$ cat config.mk
export PLATFORM = sky130hd
export DESIGN_NAME = commit_transaction_tracker_core
export DESIGN_NICKNAME = d
export VERILOG_FILES = /design/src/ctt_pkg.sv /design/src/ctt_req_reg.sv /design/src/ctt_tracker.sv /design/src/commit_transaction_tracker_core.sv
export SDC_FILE = /design/constraint.sdc
export NUM_CORES = 1
export LEC_CHECK = 0
export BUFFER_PORTS_ARGS = -buffer_cell sky130_fd_sc_hd__buf_4
export CAP_MARGIN = 30
export CORE_ASPECT_RATIO = 1.75
export CORE_MARGIN = 10
export CORE_UTILIZATION = 53
export CTS_CLUSTER_SIZE = 16
export DETAILED_ROUTE_END_ITERATION = 12
export MAX_ROUTING_LAYER = met4
export PLACE_DENSITY = 0.87
export SLEW_MARGIN = 0
export SYNTH_ARGS = -nofsm -noshare
export SYNTH_HDL_FRONTEND = slang
export SYNTH_SLANG_ARGS = --single-unit
export TNS_END_PERCENT = 30
$ cat constraint.sdc
create_clock -name clk_i -period 4.8 [get_ports clk_i]
set_clock_uncertainty 0.15 [all_clocks]
set_input_delay 0.72 -clock clk_i [delete_from_list [all_inputs] [get_ports clk_i]]
set_output_delay 0.72 -clock clk_i [all_outputs]
set_load 0.02 [all_outputs]
$ cat src/ctt_pkg.sv
`default_nettype none
// ----------------------------------------------------------------------------
// ctt_pkg
// Shared types and constants for the commit transaction tracker.
// ----------------------------------------------------------------------------
package ctt_pkg;

  localparam int unsigned SeqW  = 8;
  localparam int unsigned TimeW = 32;
  localparam int unsigned CntW  = 32;

  localparam logic [TimeW-1:0] WindowReset = TimeW'(10000);

  typedef enum logic [2:0] {
    REQ_BEGIN   = 3'd0,
    REQ_CLAIM   = 3'd1,
    REQ_PREP    = 3'd2,
    REQ_POLL    = 3'd3,
    REQ_QUERY   = 3'd4,
    REQ_TAKE    = 3'd5
  } req_type_e;

  typedef enum logic [1:0] {
    CODE_NONE    = 2'd0,
    CODE_OK      = 2'd1,
    CODE_BUSY    = 2'd2,
    CODE_CFG_ERR = 2'd3
  } code_e;

  typedef struct packed {
    req_type_e              req_type;
    logic [SeqW-1:0]        seq;
    logic                   prepare_ok;
    logic [CntW-1:0]        store_fail_count;
    logic                   store_committing;
    logic                   store_dirty;
    logic [TimeW-1:0]       now_ms;
  } req_t;

  typedef struct packed {
    code_e                  code;
    logic                   granted;
    logic [SeqW-1:0]        seq;
  } result_t;

endpackage
`default_nettype wire

$ cat src/ctt_req_reg.sv
`default_nettype none
// ----------------------------------------------------------------------------
// ctt_req_reg
// Input register stage: holds one request until the tracker consumes it.
// ----------------------------------------------------------------------------
module ctt_req_reg (
  input  wire logic          clk_i,
  input  wire logic          rst_ni,
  input  wire logic          in_valid_i,
  output logic               in_stall_o,
  input  wire ctt_pkg::req_t req_i,
  input  wire logic          advance_i,
  output logic               valid_o,
  output ctt_pkg::req_t      req_o
);
  import ctt_pkg::*;

  logic  valid_q;
  req_t  req_q;
  logic  accept;

  // a held request blocks the port only when it cannot move on this cycle
  assign in_stall_o = valid_q && !advance_i;
  assign accept     = in_valid_i && !in_stall_o;

  always_ff @(posedge clk_i or negedge rst_ni) begin
    if (!rst_ni) begin
      valid_q <= 1'b0;
    end else if (accept) begin
      valid_q <= 1'b1;
    end else if (advance_i) begin
      valid_q <= 1'b0;
    end
  end

  always_ff @(posedge clk_i) begin
    if (accept) begin
      req_q <= req_i;
    end
  end

  assign valid_o = valid_q;
  assign req_o   = req_q;

endmodule
`default_nettype wire

$ cat src/ctt_tracker.sv
`default_nettype none
// ----------------------------------------------------------------------------
// ctt_tracker
// Transaction state and the per-request decision logic.
// ----------------------------------------------------------------------------
module ctt_tracker (
  input  wire logic                       clk_i,
  input  wire logic                       rst_ni,
  input  wire logic                       cfg_we_i,
  input  wire logic [ctt_pkg::TimeW-1:0]  cfg_wdata_i,
  input  wire logic                       fire_i,
  input  wire ctt_pkg::req_t              req_i,
  output ctt_pkg::result_t                result_o
);
  import ctt_pkg::*;

  logic [TimeW-1:0] window_q;
  logic             txn_active_q,   txn_active_d;
  logic             prep_req_q,     prep_req_d;
  logic             prep_done_q,    prep_done_d;
  logic             prep_failed_q,  prep_failed_d;
  logic             term_pend_q,    term_pend_d;
  code_e            term_code_q,    term_code_d;
  logic [SeqW-1:0]  cur_seq_q,      cur_seq_d;
  logic [CntW-1:0]  fail_base_q,    fail_base_d;
  logic             done_valid_q,   done_valid_d;
  logic [SeqW-1:0]  done_seq_q,     done_seq_d;
  code_e            done_code_q,    done_code_d;
  logic [TimeW-1:0] done_time_q,    done_time_d;

  logic [TimeW-1:0] age;
  logic             recent;
  logic             finish;
  code_e            finish_code;

  // wrap-safe age of the last completion
  assign age    = req_i.now_ms - done_time_q;
  assign recent = done_valid_q && (done_seq_q == req_i.seq) && (age <= window_q);

  always_comb begin
    txn_active_d  = txn_active_q;
    prep_req_d    = prep_req_q;
    prep_done_d   = prep_done_q;
    prep_failed_d = prep_failed_q;
    term_pend_d   = term_pend_q;
    term_code_d   = term_code_q;
    cur_seq_d     = cur_seq_q;
    fail_base_d   = fail_base_q;
    done_valid_d  = done_valid_q;
    done_seq_d    = done_seq_q;
    done_code_d   = done_code_q;
    done_time_d   = done_time_q;
    finish        = 1'b0;
    finish_code   = CODE_NONE;
    result_o      = '{code: CODE_NONE, granted: 1'b0, seq: '0};

    unique case (req_i.req_type)
      REQ_BEGIN: begin
        if (txn_active_q) begin
          result_o.code = (cur_seq_q == req_i.seq) ? CODE_NONE : CODE_BUSY;
        end else if (term_pend_q && (cur_seq_q == req_i.seq)) begin
          result_o.code = CODE_NONE;
        end else if (recent) begin
          // replay the earlier completion
          cur_seq_d   = req_i.seq;
          term_code_d = done_code_q;
          term_pend_d = 1'b1;
        end else begin
          cur_seq_d     = req_i.seq;
          fail_base_d   = req_i.store_fail_count;
          prep_req_d    = 1'b0;
          prep_done_d   = 1'b0;
          prep_failed_d = 1'b0;
          term_pend_d   = 1'b0;
          term_code_d   = CODE_NONE;
          txn_active_d  = 1'b1;
        end
      end
      REQ_CLAIM: begin
        if (txn_active_q && !prep_req_q) begin
          prep_req_d       = 1'b1;
          result_o.granted = 1'b1;
        end
      end
      REQ_PREP: begin
        if (txn_active_q && prep_req_q) begin
          prep_done_d = 1'b1;
          if (!req_i.prepare_ok) begin
            prep_failed_d = 1'b1;
          end
        end
      end
      REQ_POLL: begin
        if (txn_active_q && prep_done_q) begin
          if (prep_failed_q || (req_i.store_fail_count != fail_base_q)) begin
            finish      = 1'b1;
            finish_code = CODE_CFG_ERR;
          end else if (!req_i.store_committing && !req_i.store_dirty) begin
            finish      = 1'b1;
            finish_code = CODE_OK;
          end
        end
      end
      REQ_QUERY: begin
        result_o.granted = recent;
      end
      REQ_TAKE: begin
        if (term_pend_q) begin
          result_o.granted = 1'b1;
          result_o.seq     = cur_seq_q;
          result_o.code    = term_code_q;
          term_pend_d      = 1'b0;
        end
      end
      default: begin
      end
    endcase

    if (finish) begin
      txn_active_d = 1'b0;
      term_code_d  = finish_code;
      done_seq_d   = cur_seq_q;
      done_code_d  = finish_code;
      done_valid_d = 1'b1;
      done_time_d  = req_i.now_ms;
      term_pend_d  = 1'b1;
    end
  end

  always_ff @(posedge clk_i or negedge rst_ni) begin
    if (!rst_ni) begin
      window_q <= WindowReset;
    end else if (cfg_we_i) begin
      window_q <= cfg_wdata_i;
    end
  end

  always_ff @(posedge clk_i or negedge rst_ni) begin
    if (!rst_ni) begin
      txn_active_q  <= 1'b0;
      prep_req_q    <= 1'b0;
      prep_done_q   <= 1'b0;
      prep_failed_q <= 1'b0;
      term_pend_q   <= 1'b0;
      term_code_q   <= CODE_NONE;
      cur_seq_q     <= '0;
      fail_base_q   <= '0;
      done_valid_q  <= 1'b0;
      done_seq_q    <= '0;
      done_code_q   <= CODE_NONE;
      done_time_q   <= '0;
    end else if (fire_i) begin
      txn_active_q  <= txn_active_d;
      prep_req_q    <= prep_req_d;
      prep_done_q   <= prep_done_d;
      prep_failed_q <= prep_failed_d;
      term_pend_q   <= term_pend_d;
      term_code_q   <= term_code_d;
      cur_seq_q     <= cur_seq_d;
      fail_base_q   <= fail_base_d;
      done_valid_q  <= done_valid_d;
      done_seq_q    <= done_seq_d;
      done_code_q   <= done_code_d;
      done_time_q   <= done_time_d;
    end
  end

`ifndef SYNTHESIS
  a_active_no_pending: assert property (@(posedge clk_i) disable iff (!rst_ni)
    txn_active_q |-> !term_pend_q)
    else $error("active transaction with a pending terminal result");

  a_done_needs_claim: assert property (@(posedge clk_i) disable iff (!rst_ni)
    prep_done_q |-> prep_req_q)
    else $error("prepare done without a claim");

  a_fail_needs_done: assert property (@(posedge clk_i) disable iff (!rst_ni)
    prep_failed_q |-> prep_done_q)
    else $error("prepare failure without prepare result");

  a_take_clears: assert property (@(posedge clk_i) disable iff (!rst_ni)
    (fire_i && (req_i.req_type == REQ_TAKE) && term_pend_q) |=> !term_pend_q)
    else $error("terminal result still pending after take");
`endif

endmodule
`default_nettype wire

$ cat src/commit_transaction_tracker_core.sv
`default_nettype none
// ----------------------------------------------------------------------------
// commit_transaction_tracker_core
// Tracks one sequence-numbered save transaction against a flash store.
// ----------------------------------------------------------------------------
// Usage:
//   Requests enter on in_valid_i/in_stall_o with the request fields alongside;
//   a request is taken at a clock edge with in_valid_i high and in_stall_o low.
//   Every request yields exactly one result on out_valid_o/out_stall_i.
//   The request is held in an input register; the tracker state is updated
//   and the result register loaded once the result register is empty or
//   being drained. One request per cycle is sustained while the receiver
//   does not stall: the decision is a single pass of flag logic plus one
//   32-bit subtract and compare on the replay age. The user writes the
//   replay window through cfg_we_i/cfg_wdata_i only while idle; the block
//   does not enforce it. Reset clears the transaction state and sets the
//   window to 10000 ms. While the receiver stalls, the result holds; one more
//   request may wait in the input register, after which in_stall_o is raised.
// ----------------------------------------------------------------------------
module commit_transaction_tracker_core (
  input  wire logic                       clk_i,
  input  wire logic                       rst_ni,
  input  wire logic                       cfg_we_i,
  input  wire logic [ctt_pkg::TimeW-1:0]  cfg_wdata_i,
  input  wire logic                       in_valid_i,
  output logic                            in_stall_o,
  input  wire logic [2:0]                 req_type_i,
  input  wire logic [ctt_pkg::SeqW-1:0]   seq_i,
  input  wire logic                       prepare_ok_i,
  input  wire logic [ctt_pkg::CntW-1:0]   store_fail_count_i,
  input  wire logic                       store_committing_i,
  input  wire logic                       store_dirty_i,
  input  wire logic [ctt_pkg::TimeW-1:0]  now_ms_i,
  output logic                            out_valid_o,
  input  wire logic                       out_stall_i,
  output logic [1:0]                      result_code_o,
  output logic                            granted_o,
  output logic [ctt_pkg::SeqW-1:0]        out_seq_o
);
  import ctt_pkg::*;

  req_t    req_in;
  req_t    req_q;
  logic    req_valid;
  logic    out_ready;
  logic    fire;
  result_t result;
  result_t result_q;
  logic    out_valid_q;

  assign req_in = '{
    req_type:         req_type_e'(req_type_i),
    seq:              seq_i,
    prepare_ok:       prepare_ok_i,
    store_fail_count: store_fail_count_i,
    store_committing: store_committing_i,
    store_dirty:      store_dirty_i,
    now_ms:           now_ms_i
  };

  // result register can take a new value when empty or being drained
  assign out_ready = !out_valid_q || !out_stall_i;
  assign fire      = req_valid && out_ready;

  ctt_req_reg u_req_reg (
    .clk_i      (clk_i),
    .rst_ni     (rst_ni),
    .in_valid_i (in_valid_i),
    .in_stall_o (in_stall_o),
    .req_i      (req_in),
    .advance_i  (out_ready),
    .valid_o    (req_valid),
    .req_o      (req_q)
  );

  ctt_tracker u_tracker (
    .clk_i       (clk_i),
    .rst_ni      (rst_ni),
    .cfg_we_i    (cfg_we_i),
    .cfg_wdata_i (cfg_wdata_i),
    .fire_i      (fire),
    .req_i       (req_q),
    .result_o    (result)
  );

  always_ff @(posedge clk_i or negedge rst_ni) begin
    if (!rst_ni) begin
      out_valid_q <= 1'b0;
    end else if (fire) begin
      out_valid_q <= 1'b1;
    end else if (!out_stall_i) begin
      out_valid_q <= 1'b0;
    end
  end

  always_ff @(posedge clk_i) begin
    if (fire) begin
      result_q <= result;
    end
  end

  assign out_valid_o   = out_valid_q;
  assign result_code_o = result_q.code;
  assign granted_o     = result_q.granted;
  assign out_seq_o     = result_q.seq;

endmodule
`default_nettype wire

# After elaboration in Yosys (flattened, before gate mapping)
# Index checks and enable logic that the tools add are counted.
[word_totals]
rom_bits = 0
wordCells = 127
reg_bits = 213
latch_bits = 0
mem_count = 0
in_bits = 115
mem_bits_rw = 0
[classes]
shift = 0
div = 0
n_mul = 0
add_sub_neg = 1
eq_ne = 19
n_mux = 43
reduce_logical = 35
bitwise = 3
n_lt_le_gt_ge = 1
[ops]
columns = ["op", "count"]
rows = [
  ["$le 32x32->1", 1],
  ["$ne 32x32->1", 1],
  ["$sub 32x32->32", 1],
  ["$mux 1", 26],
  ["$mux 2", 10],
  ["$eq 8x8->1", 2],
  ["$reduce_and 4->1", 3],
  ["$reduce_and 6->1", 2],
  ["$mux 11", 1],
  ["$logic_and 1x1->1", 10],
  ["$ne 2x2->1 const B", 5],
  ["$ne 2x1->1 const B", 4],
  ["$pmux 1 s2", 4],
  ["$reduce_bool 2->1", 4],
  ["$logic_not 1->1", 7],
  ["$reduce_and 7->1", 1],
  ["$eq 3x2->1 const B", 2],
  ["$eq 3x3->1 const B", 2],
  ["$reduce_and 2->1", 3],
  ["$reduce_and 5->1", 1],
  ["$pmux 2 s2", 1],
  ["$eq 3x1->1 const B", 1],
  ["$logic_not 3->1", 1],
  ["$ne 3x2->1 const B", 1],
  ["5 further kinds", 8],
]

# Longest topological paths before layout
# Gate-level depths: netlist of run 1.
[depth]
depth_word = 8
mapped_depth = 22

# Modules after synthesis
# Synthesis of run 1 repeated with hierarchy kept, for this count alone.
[unflattened]
hier_cells = 906
hier_area_um2 = 10455.0
[modules_own_cells]
columns = ["mod", "area_each_um2", "n_inst", "cells_each"]
rows = [
  ["ctt_tracker", 7677.4, 1, 808],
  ["ctt_req_reg", 2399.8, 1, 83],
  ["commit_transaction_tracker_core", 377.9, 1, 15],
]

# Worst setup path after synthesis of run 1
# No wires, ideal clock.
[synth_path]
path_type = "register to register"
from = "reg, netlist name u_req_reg.req_o[10]"
to = "reg u_tracker.fail_base_q[10]"
required_ps = 4525
arrival_time_ps = 4565
setup_ps = 125
slack_ps = -40
synth_period_minus_slack_ps = 4840
path_stages_with_launch = 21
n_path_buf = 1
path_cell_list = "edfxtp_1 ha_1 inv_2 or3_1 or4_1 o22a_1 a21boi_2 nand4_1 and3b_4 o21ai_2 xnor2_1 ha_1 nand4_1 or3_1 nor2_1 nand2_1 o211ai_1 nand3_1 nand2_1 buf_2 mux2_2"
[synth_between]
elab_chain_len = 5
[synth_lines]
columns = ["item", "line_no", "rtl"]
rows = [
  ["$sub 32x32->32", "ctt_tracker.sv:37", "assign age = req_i.now_ms - done_time_q;"],
  ["$le 32x32->1", "ctt_tracker.sv:38", "assign recent = done_valid_q && (done_seq_q == req_i.seq) && (age <= window_q);"],
  ["$logic_and 1x1->1", "ctt_tracker.sv:38", ""],
  ["$not 1->1 (no source line)", "n/a", ""],
  ["$reduce_and 5->1 (no source line)", "n/a", ""],
  ["end signal, assigned", "ctt_tracker.sv:160", "fail_base_q <= fail_base_d;"],
  ["end, declared", "ctt_tracker.sv:25", "logic [CntW-1:0] fail_base_q, fail_base_d;"],
]
# No other way between the ends.
# A chain may end at the register's enable or synchronous reset.

# Final worst setup path of run 1
[layout_path]
from = "reg, netlist name u_req_reg.req_o[9]"
to = "reg u_tracker.fail_base_q[27]"
[layout_between]
elab_chain_len = 5
[layout_lines]
columns = ["item", "line_no"]
rows = [
  ["$sub 32x32->32", "ctt_tracker.sv:37"],
  ["$le 32x32->1", "ctt_tracker.sv:38"],
  ["$logic_and 1x1->1", "ctt_tracker.sv:38"],
  ["$not 1->1 (no source line)", "n/a"],
  ["$reduce_and 5->1 (no source line)", "n/a"],
]
# No other way between the ends.

==> results of run 1 <==
cell usage in the layout, fill, tap and decap left out, types with 4 or more instances in the layout:
cell and count:
nor3_1 11, inv_1 70, or3_1 4, nand2b_1 7
nor2b_1 4, o211ai_1 6, buf_6 4, xor2_1 40
nand2_1 82, xnor2_1 37, clkbuf_16 23, dfstp_2 5
and3_1 5, edfxtp_1 89, and2_1 11, dfrtp_1 119
a21o_1 23, o21ai_0 78, nor2_1 20, mux2_2 28
a21oi_1 33, ha_1 60, nand3_1 11, buf_4 156
mux2_4 23, or2_2 4, nand4_1 17, o21a_1 9
nor4_1 8
cell type report:
cell class | instances | area, um^2
Timing Repair Buffer | 165 | 1330
Clock inverter | 9 | 100
Tap cell | 241 | 302
Sequential cell | 213 | 5780
Inverter | 71 | 267
Multi-Input combinational cell | 587 | 4460
Fill cell | 1349 | 6390
Clock buffer | 26 | 574
Yosys cell counts, drive strengths merged (2+ instances only):
library cell	number
and2	13
nand3	12
o211a	4
dfstp	5
nand4	17
nor2	22
mux2	51
o211ai	6
a21boi	2
nand2	85
or3	8
o31a	2
xnor2	37
ha	63
xor2	40
a31oi	4
nand2b	7
nor3	13
buf	5
inv	71
edfxtp	89
o21a	9
o21ai	82
nor2b	4
clkbuf	20
a21oi	36
a211oi	2
o31ai	3
nor4	8
and3	6
o22ai	3
a211o	3
or2	4
a21o	25
dfrtp	119
o22a	3
kinds of logic (layout without fill, tap and decap cells):
kind of cell / after synthesis / in the layout
buf+inv: 96 / 271
fa+ha+maj: 64 / 64
compound gates: 189 / 189
flops: 213 / 213
xor+xnor: 77 / 77
mux: 51 / 51
simple gates: 206 / 206
registers in the layout, indices dropped and copies added (netlist names), 2 cells and up:
signal,count
u_req_reg.req_o,78
u_tracker.done_time_q,32
u_tracker.fail_base_q,32
u_tracker.window_q,32
out_seq_o,8
u_tracker.cur_seq_q,8
u_tracker.done_seq_q,8
result_code_o,2
u_tracker.done_code_q,2
u_tracker.term_code_q,2
power breakdown:
group	internal, mW	switching (mW)
registers	2.25	0.200
logic	1.14	1.09
clock network	0.951	0.649
worst max path at each step:
stage,from,endpoint
CTS,u_req_reg.req_o[10],u_tracker.fail_base_q[3]
finish,u_req_reg.req_o[9],u_tracker.fail_base_q[27]
global route,u_req_reg.req_o[9],u_tracker.fail_base_q[16]
global placement,u_req_reg.req_o[0],u_tracker.fail_base_q[19]
detailed placement,u_req_reg.req_o[0],u_tracker.fail_base_q[23]
floorplan,u_req_reg.req_o[10],u_tracker.fail_base_q[10]
metal layers:
metal / track usage, % / vias to the layer above
li1: - / 3479
met5: - / -
met2: 30.8 / 196
met1: 17.9 / 3491
met4: 5.96 / 0
met3: 2.06 / 46
worst max-delay path: cells and delay by family, from the launching register on:
kind / cells / cell delay [ns]
AND/OR/NAND/NOR: 7 / 1.57
XOR/XNOR: 1 / 0.17
multiplexers: 1 / 0.30
flip-flops: 1 / 0.44
buffers and inverters: 1 / 0.20
adder cells (fa/ha/maj): 2 / 0.57
AO/OA/AOI/OAI: 8 / 1.39
stage by stage:
step           area [um^2]  instances
2_1_floorplan        10400        896
3_3_place_gp         11800       1268
3_5_place_dp         11800       1268
4_1_cts              12500       1306
5_1_grt              12800       1312
6_report             12800       1312
repair_timing:
| item | in CTS | in global routing |
|---|---|---|
| pin swaps | 3 | 28 |
| setup endpoints to repair | 39 | 40 |
| gates cloned | 0 | 3 |
| gates resized for setup | 6 | 46 |
| buffers inserted | 3 | 2 |
==> flow_metrics.py, run 1 <==
metrics = {
    "global_route": {
        "antenna_found_initial": 0,
        "grtUsageTotal_pct": 16.6,
        "grt_pass1_vias": 7488,
        "grt_max_degree": 79,
        "grt-ovfl-total": 0,
        "grt_pass1_wl_um": 35100,
    },
    "timing": {
        "timing.fmax_mhz": 204,
        "min_period_ns": 4.91,
        "whs_ns": 0.0899,
        "finalHoldViolCount": 0,
        "rsz0062_at_grt": "true",
        "worst_slack_ns": -0.109,
        "tns_ns": -2.62,
        "setup_violations": 32,
        "max_slew.worst_pin.slew_ns": 0.761,
        "max-slew-margin-rel_pct": 48.9,
        "drv_slew": 0,
        "finalCritPeriodShare_pct": 102,
    },
    "drt": {
        "wl_met1_um": 8460,
        "final_antenna_net_count": 0,
        "route.met2.wl_um": 12300,
        "top_layer": "met4",
        "drc": 0,
        "finalWirelength_um": 22300,
        "drtIter0Drc": 361,
        "viasPerCell": 5.50,
        "num_vias": 7212,
        "drt-wirelength-per-cell_um": 17.0,
        "dr.pass1.iters": 5,
        "wl_met3_um": 827,
    },
    "layout": {
        "areaGrowthSynthToFinish_pct": 23.3,
        "utilization_pct": 66.7,
        "drive_gt1_share_pct": 27.1,
        "n_antenna_cell": 0,
        "final_nets": 1237,
    },
    "synth": {
        "synth_cells": 896,
        "synth_edf_count": 89,
        "synth_mux_area_share_pct": 5.53,
        "synth-compound-area-share_pct": 11.1,
        "syn_nets": 1075,
        "ys_ff_latch": 213,
        "synthAdderAreaFrac_pct": 7.78,
        "yosysTopAreaCellShare_pct": 28.7,
        "synth_top_family_by_area": "compound AO/OA/AOI/OAI gates",
        "synth.area.top_cells": "dfrtp_1, edfxtp_1, ha_1",
        "yosys_warnings": 0,
        "synth_cell_types": 60,
        "synth_xor_area_share_pct": 6.49,
        "syn_avg_cell_area_um2": 11.6,
        "synthSimpleGateAreaFrac_pct": 9.79,
        "syn_area_mm2": 0.0104,
        "ys_seq_area_share_pct": 55.6,
        "yosysTopAreaCell": "dfrtp_1",
        "ys.flop_type": "dfrtp_1",
        "synth-async-reset-ratio_pct": 58.2,
    },
    "clocking": {
        "cts_buffer_depth": 3,
        "cts_root_buffer": "clkbuf_16",
        "cts_made_buffers": 20,
        "htree_levels": 1,
        "cts_tree": "done",
        "cts_sinks": 213,
        "ctsHoldBuffers": 0,
        "worstSkewPairLatency_ns": 0.49,
        "clkSlewWorstSetupHoldPaths_ns": 0.06,
    },
    "power_and_ir_drop": {
        "power_density_mw_per_mm2": 490,
        "finalPower_mw": 6.28,
        "p_leak_nw": 5.96,
        "vdd_drop_max_uv": 407,
    },
    "placement": {
        "gp_congestion": 0.915,
        "pre_cts_slack_ns": -0.352,
        "dp_hpwl_um": 16100,
        "port_buffers": 127,
    },
    "outcome": {
        "violations": "negative setup slack",
        "outcome": "complete, but fails checks",
    },
    "floorplanning": {
        "coreArea_mm2": 0.0192,
        "rows": 67,
        "io-pin-count": 128,
        "die-width_um": 126,
        "die_area_mm2": 0.0258,
        "start_util_pct": 54.1,
        "die_y_um": 205,
    },
    "setup_path": {
        "slowest_delay_ns": 0.51,
        "cp_max_fo": 8,
        "worst_ep_arrival_time_ns": 5.12,
        "reg2reg_from": "u_req_reg.req_o[9]",
        "crit_path_frequent_cell": "a21o_1",
        "r2r_cells": 20,
        "regToRegSetupSlack_ns": -0.11,
        "slowest_stage": "or4_1",
        "worstPathCellList": "ha_4 -> nand2_2 -> or3_4 -> or4_1 -> o22a_1 -> a21boi_2 -> nand4_1 -> nand3_1 -> o211a_1 -> xor2_1 -> ha_1 -> a21o_1 -> a21o_1 -> a21oi_2 -> o21ai_2 -> o31ai_2 -> nand3_2 -> nand2_4 -> clkbuf_16 -> mux2_4",
        "cp-start-kind": "flop",
        "worstSetupEndpointType": "flop",
        "crit_required_ns": 5.01,
        "r2r-end": "u_tracker.fail_base_q[27]",
        "crit_type": "reg2reg",
    },
    "job": {
        "cap_violations": 0,
    },
    "min_path": {
        "hold_path.class": "in2async",
    },
}
Power figures use the tool's default switching activity.
==> run 2: changes to the inputs <==
CORE_MARGIN = 5   (was 10)
==> run 2 against run 1 <==
The run still ends with negative setup slack left. Flip-flop and latch count did not move. Clock-buffer cell count decreased by 4. Largest cell class unchanged. Wire length down 1.0%. Critical endpoint is now u_tracker.fail_base_q[3]. Worst hold slack gained 0.043 ns. Global-route usage increased by 3.6 points. Sequential share of layout area increased by 0.11 points. Highest routed layer unchanged. Register-to-register slack better by 0.06 ns. Critical path type unchanged. Via count down 1.0%. Die area down 12%.
==> flow_metrics.py, run 2 (synthesized netlist as in run 1, its figures left out) <==
metrics = {
    "outcome": {
        "outcome": "complete, but fails checks",
        "violations": "negative setup slack",
    },
    "setup_path": {
        "regToRegSetupSlack_ns": -0.05,
        "worstSetupEndpointType": "flop",
        "worstPathCellList": "ha_4 -> nand2_2 -> or3_4 -> or4_1 -> o22a_1 -> a21boi_2 -> nand4_1 -> and3b_4 -> o21ai_2 -> xnor2_1 -> ha_1 -> nand4_1 -> or3_4 -> nor2_4 -> nand2_2 -> o211ai_1 -> nand3_2 -> nand2_4 -> buf_6 -> buf_16 -> mux2_2",
        "slowest_delay_ns": 0.50,
        "cp_max_fo": 6,
        "cp_top_family": "simple AND/OR/NAND/NOR gates",
        "slowest_stage": "or4_1",
        "crit_required_ns": 5.02,
        "cp-startpoint": "u_req_reg.req_o[9]",
        "worst_ep_arrival_time_ns": 5.07,
        "reg2reg_from": "u_req_reg.req_o[9]",
        "cp-start-kind": "flop",
        "crit_type": "reg2reg",
        "timing.critical_path.buf_inv": 2,
    },
    "placement": {
        "port_buffers": 127,
        "placed_cells": 1267,
        "pre_cts_slack_ns": -0.414,
        "gp_congestion": 0.905,
        "dp_hpwl_um": 15900,
    },
    "power_and_ir_drop": {
        "finalPower_mw": 6.24,
        "power_density_mw_per_mm2": 488,
        "p_int_mw": 4.30,
        "p_seq_share_pct": 39.3,
        "vdd_drop_max_uv": 333,
        "p_leak_nw": 5.96,
        "p_switching_mw": 1.94,
        "power.share.clock_pct": 24.8,
        "switching_share_pct": 31.1,
        "comb_power_share_pct": 35.9,
    },
    "global_route": {
        "grt_max_degree": 79,
        "grtUsageTotal_pct": 20.2,
        "antenna_found_initial": 0,
        "grt_pass1_wl_um": 35900,
        "grt-ovfl-total": 0,
        "grt_pass1_vias": 7581,
    },
    "floorplanning": {
        "io-pin-count": 128,
        "rows": 67,
        "coreArea_mm2": 0.0192,
        "start_util_pct": 54.1,
        "die_area_mm2": 0.0226,
        "die-width_um": 116,
        "die_y_um": 195,
    },
    "timing": {
        "max_slew.worst_pin.slew_ns": 0.708,
        "whs_ns": 0.133,
        "setup_violations": 25,
        "rsz0062_at_grt": "true",
        "finalCritPeriodShare_pct": 101,
        "timing.fmax_mhz": 206,
        "max-slew-margin-rel_pct": 52.8,
        "finalHoldViolCount": 0,
        "min_period_ns": 4.85,
        "tns_ns": -0.763,
        "worst_slack_ns": -0.0496,
        "drv_slew": 0,
    },
    "clocking": {
        "cts_sinks": 213,
        "clkSlewWorstSetupHoldPaths_ns": 0.07,
        "cts_buffer_depth": 3,
        "worstSkewPairLatency_ns": 0.48,
        "cts_made_buffers": 19,
        "cts_tree": "done",
        "cts_root_buffer": "clkbuf_16",
        "htree_levels": 1,
    },
    "layout": {
        "drive_gt1_share_pct": 27.2,
        "areaGrowthSynthToFinish_pct": 23.0,
        "largest_reg_flops": 78,
        "layout_common_cells": "buf_4, dfrtp_1, edfxtp_1, nand2_1, o21ai_0",
        "final_nets": 1242,
        "n_antenna_cell": 0,
        "instances_no_fill": 1316,
        "final_common_cell": "buf_4",
    },
    "drt": {
        "route.met2.wl_um": 11900,
        "top_layer": "met4",
        "num_vias": 7138,
        "drtIter0Drc": 367,
        "drc": 0,
        "dr.pass1.iters": 4,
        "wl_met1_um": 7960,
        "finalWirelength_um": 22100,
        "wl_met3_um": 1040,
        "drt-wirelength-per-cell_um": 16.8,
        "viasPerCell": 5.42,
        "final_antenna_net_count": 0,
    },
    "min_path": {
        "hold_path.class": "in2async",
    },
    "job": {
        "cap_violations": 0,
    },
}
## run 2: layer usage
layer  track usage [%]  up-vias
met5                 -        -
met2              35.8      200
met1              22.1     3379
met4              9.38        0
li1                  -     3489
met3              2.69       70
## run 2: power by group through the flow
stage / Combinational, mW / Clock, mW / Sequential [mW]
final: 2.24 / 1.55 / 2.45
after global routing: 2.53 / 1.67 / 2.48
after detailed placement: 2.08 / 0 / 2.47
after CTS: 2.19 / 1.58 / 2.44
after global placement: 2.00 / 0 / 2.45
after floorplan: 1.56 / 0 / 2.42
## run 2: timing repair
item | 4_1_cts | 5_1_grt
hold buffers | 0 | 0
gates cloned | 2 | 1
gates resized for setup | 35 | 9
setup buffers | 8 | 4
pin swaps | 23 | 4
setup endpoints to repair | 39 | 39
## run 2: cell type report
cell class | instances | area (um^2)
clock inverter | 11 | 134
sequential | 213 | 5780
timing repair buffer | 171 | 1380
multi-input combinational | 587 | 4420
clock buffer | 22 | 497
inverter | 71 | 267
fill | 1392 | 6420
tap | 241 | 302
## run 2: worst reg2reg max path, stage by stage, from the launching register on
cell and delay, ns:
edfxtp_1 0.44, ha_4 0.30, nand2_2 0.05, or3_4 0.37
or4_1 0.50, o22a_1 0.23, a21boi_2 0.19, nand4_1 0.12
and3b_4 0.21, o21ai_2 0.12, xnor2_1 0.08, ha_1 0.30
nand4_1 0.12, or3_4 0.37, nor2_4 0.10, nand2_2 0.07
o211ai_1 0.11, nand3_2 0.16, nand2_4 0.14, buf_6 0.13
buf_16 0.13, mux2_2 0.34
## run 2: worst paths after layout
kind	cells after the start	endpoint
max in group asynchronous	2	u_tracker.term_code_q[1]
worst min-delay path	1	u_tracker.done_seq_q[3]
worst max-delay path	21	u_tracker.fail_base_q[3]
min in group clk_i	1	u_req_reg.req_o[62]
worst min register to register	1	u_tracker.done_valid_q
worst max register to register	21	u_tracker.fail_base_q[3]
## run 2: metrics by stage
stage          utilization (%)  cell area [um^2]
2_1_floorplan                -             10400
4_1_cts                   65.9             12700
3_3_place_gp              61.2             11800
6_report                  66.6             12800
3_5_place_dp              61.2             11800
5_1_grt                   66.6             12800
==> run 3: changes to the inputs <==
ABC_AREA = 1   (was unset)
PLACE_DENSITY = 0.86   (was 0.87)
==> run 3 against run 2 <==
Global-route usage grew 1.0 points. Non-clock buffer count shrank 36. Maximum frequency grew 14%. Worst hold slack gained 0.11 ns. The run now ends clean. Largest cell class unchanged. Synthesized cell count grew 36%. Cell area grew 0.69%. Critical path depth is the same. Sequential share of layout area shrank 0.31 points. Final cell count grew 23%.
==> flow_metrics.py, run 3 <==
metrics = {
    "layout": {
        "n_antenna_cell": 0,
        "layout_common_cells": "nand2_1, inv_1, buf_4, dfrtp_1, nor2_1",
        "multi_input_area_mm2": 0.00442,
        "areaGrowthSynthToFinish_pct": 16.5,
        "largest_reg_flops": 78,
        "n_fill_cell": 1712,
        "final_nets": 1531,
        "drive_gt1_share_pct": 15.4,
        "regArea_mm2": 0.00578,
        "final_common_cell": "nand2_1",
    },
    "global_route": {
        "antenna_found_initial": 0,
        "grtUsageTotal_pct": 21.3,
        "grt_max_degree": 72,
        "grt-ovfl-total": 0,
        "grt_pass1_vias": 8642,
        "grt_pass1_wl_um": 40500,
    },
    "floorplanning": {
        "coreArea_mm2": 0.0208,
        "die_y_um": 201,
        "io-pin-count": 128,
        "rows": 70,
        "start_util_pct": 53.2,
        "die-width_um": 119,
        "die_area_mm2": 0.0239,
    },
    "timing": {
        "worst_slack_ns": 0.530,
        "finalCritPeriodShare_pct": 89.0,
        "tns_ns": 0,
        "timing.fmax_mhz": 234,
        "max_slew.worst_pin.slew_ns": 0.931,
        "setup_violations": 0,
        "max-slew-margin-rel_pct": 37.9,
        "whs_ns": 0.240,
        "drv_slew": 0,
        "min_period_ns": 4.27,
        "rsz0062_at_grt": "false",
        "finalHoldViolCount": 0,
    },
    "power_and_ir_drop": {
        "power_density_mw_per_mm2": 441,
        "comb_power_share_pct": 28.9,
        "p_int_mw": 3.83,
        "p_switching_mw": 1.85,
        "switching_share_pct": 32.6,
        "vdd_drop_max_uv": 411,
        "power.share.clock_pct": 27.7,
        "p_seq_share_pct": 43.4,
        "p_leak_nw": 6.33,
    },
    "drt": {
        "num_vias": 8461,
        "final_antenna_net_count": 0,
        "finalWirelength_um": 24700,
        "drt-wirelength-per-cell_um": 15.3,
        "dr.pass1.iters": 6,
        "drtIter0Drc": 475,
        "viasPerCell": 5.23,
        "drc": 0,
    },
    "clocking": {
        "cts_tree": "done",
        "cts_buffer_depth": 3,
        "clkSlewWorstSetupHoldPaths_ns": 0.06,
        "htree_levels": 1,
        "cts_sinks": 213,
        "worstSkewPairLatency_ns": 0.50,
        "cts_root_buffer": "clkbuf_16",
        "cts_made_buffers": 21,
        "postCtsResizedCells": 0,
    },
    "setup_path": {
        "regToRegSetupSlack_ns": 0.53,
        "worstPathCellList": "inv_1 -> ha_1 -> fa_1 -> o21ai_1 -> a21oi_2 -> o21ai_1 -> a21o_1 -> a21oi_1 -> xnor2_1 -> ha_1 -> nand2_1 -> nor2_1 -> nand4_1 -> nor2_1 -> nand2_1 -> nand2_1 -> nand2_2 -> nand2_2 -> nand2_4 -> nor2_1 -> a21oi_1",
        "cp_max_fo": 49,
        "cp.depth": 21,
        "crit_type": "reg2reg",
        "reg2reg_from": "u_req_reg.req_o[0]",
        "slowest_delay_ns": 0.44,
        "worst_ep_arrival_time_ns": 4.47,
        "worstSetupEndpointType": "flop",
        "r2r-end": "u_tracker.fail_base_q[21]",
        "cp-start-kind": "flop",
        "slowest_stage": "fa_1",
        "cp-endpoint": "u_tracker.fail_base_q[21]",
        "timing.critical_path.buf_inv": 1,
        "cp-startpoint": "u_req_reg.req_o[0]",
        "crit_required_ns": 5.00,
        "cp_top_family": "simple AND/OR/NAND/NOR gates",
        "r2r_cells": 21,
    },
    "min_path": {
        "hold_path.class": "in2reg",
    },
    "synth": {
        "synth_most_common_cell": "nand2_1",
        "synth_cells": 1219,
        "ys_ff_latch": 213,
        "syn_area_mm2": 0.0110,
        "ys.flop_type": "dfrtp_1",
        "ys_seq_area_share_pct": 52.4,
        "yosysTopAreaCell": "dfrtp_1",
        "synth_cell_types": 49,
        "syn_nets": 1398,
        "synth-async-reset-ratio_pct": 58.2,
        "synth_edf_count": 89,
        "syn_avg_cell_area_um2": 9.06,
        "synth.area.top_cells": "dfrtp_1, edfxtp_1, nand2_1",
        "yosysTopAreaCellShare_pct": 27.0,
        "ys_top_cells_by_count": "nand2_1, inv_1, dfrtp_1",
        "yosys_warnings": 0,
    },
    "placement": {
        "port_buffers": 127,
        "gp_congestion": 0.966,
        "dp_hpwl_um": 19000,
        "pre_cts_slack_ns": 0.534,
    },
    "outcome": {
        "outcome": "finished, final reports clean",
    },
    "job": {
        "cap_violations": 0,
    },
}
==> run 3: cell count changes after synthesis, moves of 14 or more <==
cell     change
inv_1       +98
xnor2_1     -14
a21o_1      -16
nand3_1     +30
a21oi_1     +44
o21ai_1     +23
nor2_1      +88
nand2_1    +186
mux2_2      -50
==> run 3: kinds of logic (layout without fill, tap and decap cells) <==
group                    count (synthesis)  in the layout  synth area share [%]
AO/OA/AOI/OAI                          217            217                  10.8
XOR/XNOR                                51             51                  4.05
adder cells (fa/ha/maj)                 64             64                  7.32
buffers and inverters                  203            351                  7.60
flip-flops                             213            213                  52.4
multiplexers                             1              1                 0.102
AND/OR/NAND/NOR                        470            470                  17.7
==> run 3: worst register-to-register path: stages (launching register included) <==
cell      delay, ns
edfxtp_1       0.33
inv_1          0.05
ha_1           0.24
fa_1           0.44
o21ai_1        0.26
a21oi_2        0.15
o21ai_1        0.27
a21o_1         0.23
a21oi_1        0.15
xnor2_1        0.18
ha_1           0.30
nand2_1        0.05
nor2_1         0.17
nand4_1        0.11
nor2_1         0.13
nand2_1        0.06
nand2_1        0.06
nand2_2        0.09
nand2_2        0.15
nand2_4        0.29
nor2_1         0.18
a21oi_1        0.06
==> run 3: power by group through the flow <==
stage	combinational (mW)	clock (mW)	sequential, mW
2_1_floorplan	1.19	0	2.45
3_3_place_gp	1.58	0	2.48
3_5_place_dp	1.64	0	2.49
4_1_cts	1.65	1.62	2.46
5_1_grt	1.89	1.70	2.50
6_report	1.64	1.57	2.46
==> run 3: final cells by class <==
cell class / instances / share of cell area, %
clock buffer: 27 / 4.49
sequential: 213 / 44.9
clock inverter: 11 / 0.651
multi-input combinational: 803 / 34.4
tap: 252 / 2.45
inverter: 178 / 5.22
timing repair buffer: 135 / 7.90
==> run 3: how the worst min path moves through the flow <==
stage          slack, ns  cells past startpoint                       end                      from
6_report            0.24                      1        u_req_reg.req_o[1]               now_ms_i[1]
5_1_grt             0.21                      1       u_req_reg.req_o[72]                  seq_i[5]
4_1_cts             0.22                      1       u_req_reg.req_o[68]                  seq_i[1]
3_5_place_dp        0.31                      2  u_tracker.done_code_q[0]  u_tracker.done_code_q[0]
3_3_place_gp        0.30                      2  u_tracker.done_code_q[0]  u_tracker.done_code_q[0]
2_1_floorplan       0.27                      0               out_valid_o                    rst_ni
==> run 3: per-stage QoR <==
| step | cells | total power [mW] | utilization [%] | area, um^2 |
|---|---|---|---|---|
| 4_1_cts | 1619 | 5.73 | 62.0 | 12900 |
| 6_report | 1619 | 5.68 | 62.0 | 12900 |
| 5_1_grt | 1619 | 6.09 | 62.0 | 12900 |
| 2_1_floorplan | 1219 | 3.64 | - | 11000 |
| 3_3_place_gp | 1580 | 4.06 | 58.8 | 12200 |
| 3_5_place_dp | 1580 | 4.13 | 58.8 | 12200 |
==> run 3: routing by layer <==
| layer | global-route usage, % | wire, um | vias to the layer above | share of wire (%) |
|---|---|---|---|---|
| met1 | 21.3 | 8760 | 3964 | 35 |
| met5 | - | 0 | - | 0 |
| li1 | - | - | 4235 | - |
| met4 | 7.75 | 934 | 0 | 3.8 |
| met3 | 2.65 | 1000 | 57 | 4.0 |
| met2 | 41.2 | 14000 | 205 | 57 |
==> run 3: timing repair <==
action                                  in CTS  in global routing
hold endpoints to repair                     2                  0
hold buffers                                 1                  0
endpoints found under the setup margin       0                  0
setup buffers                                0                  0
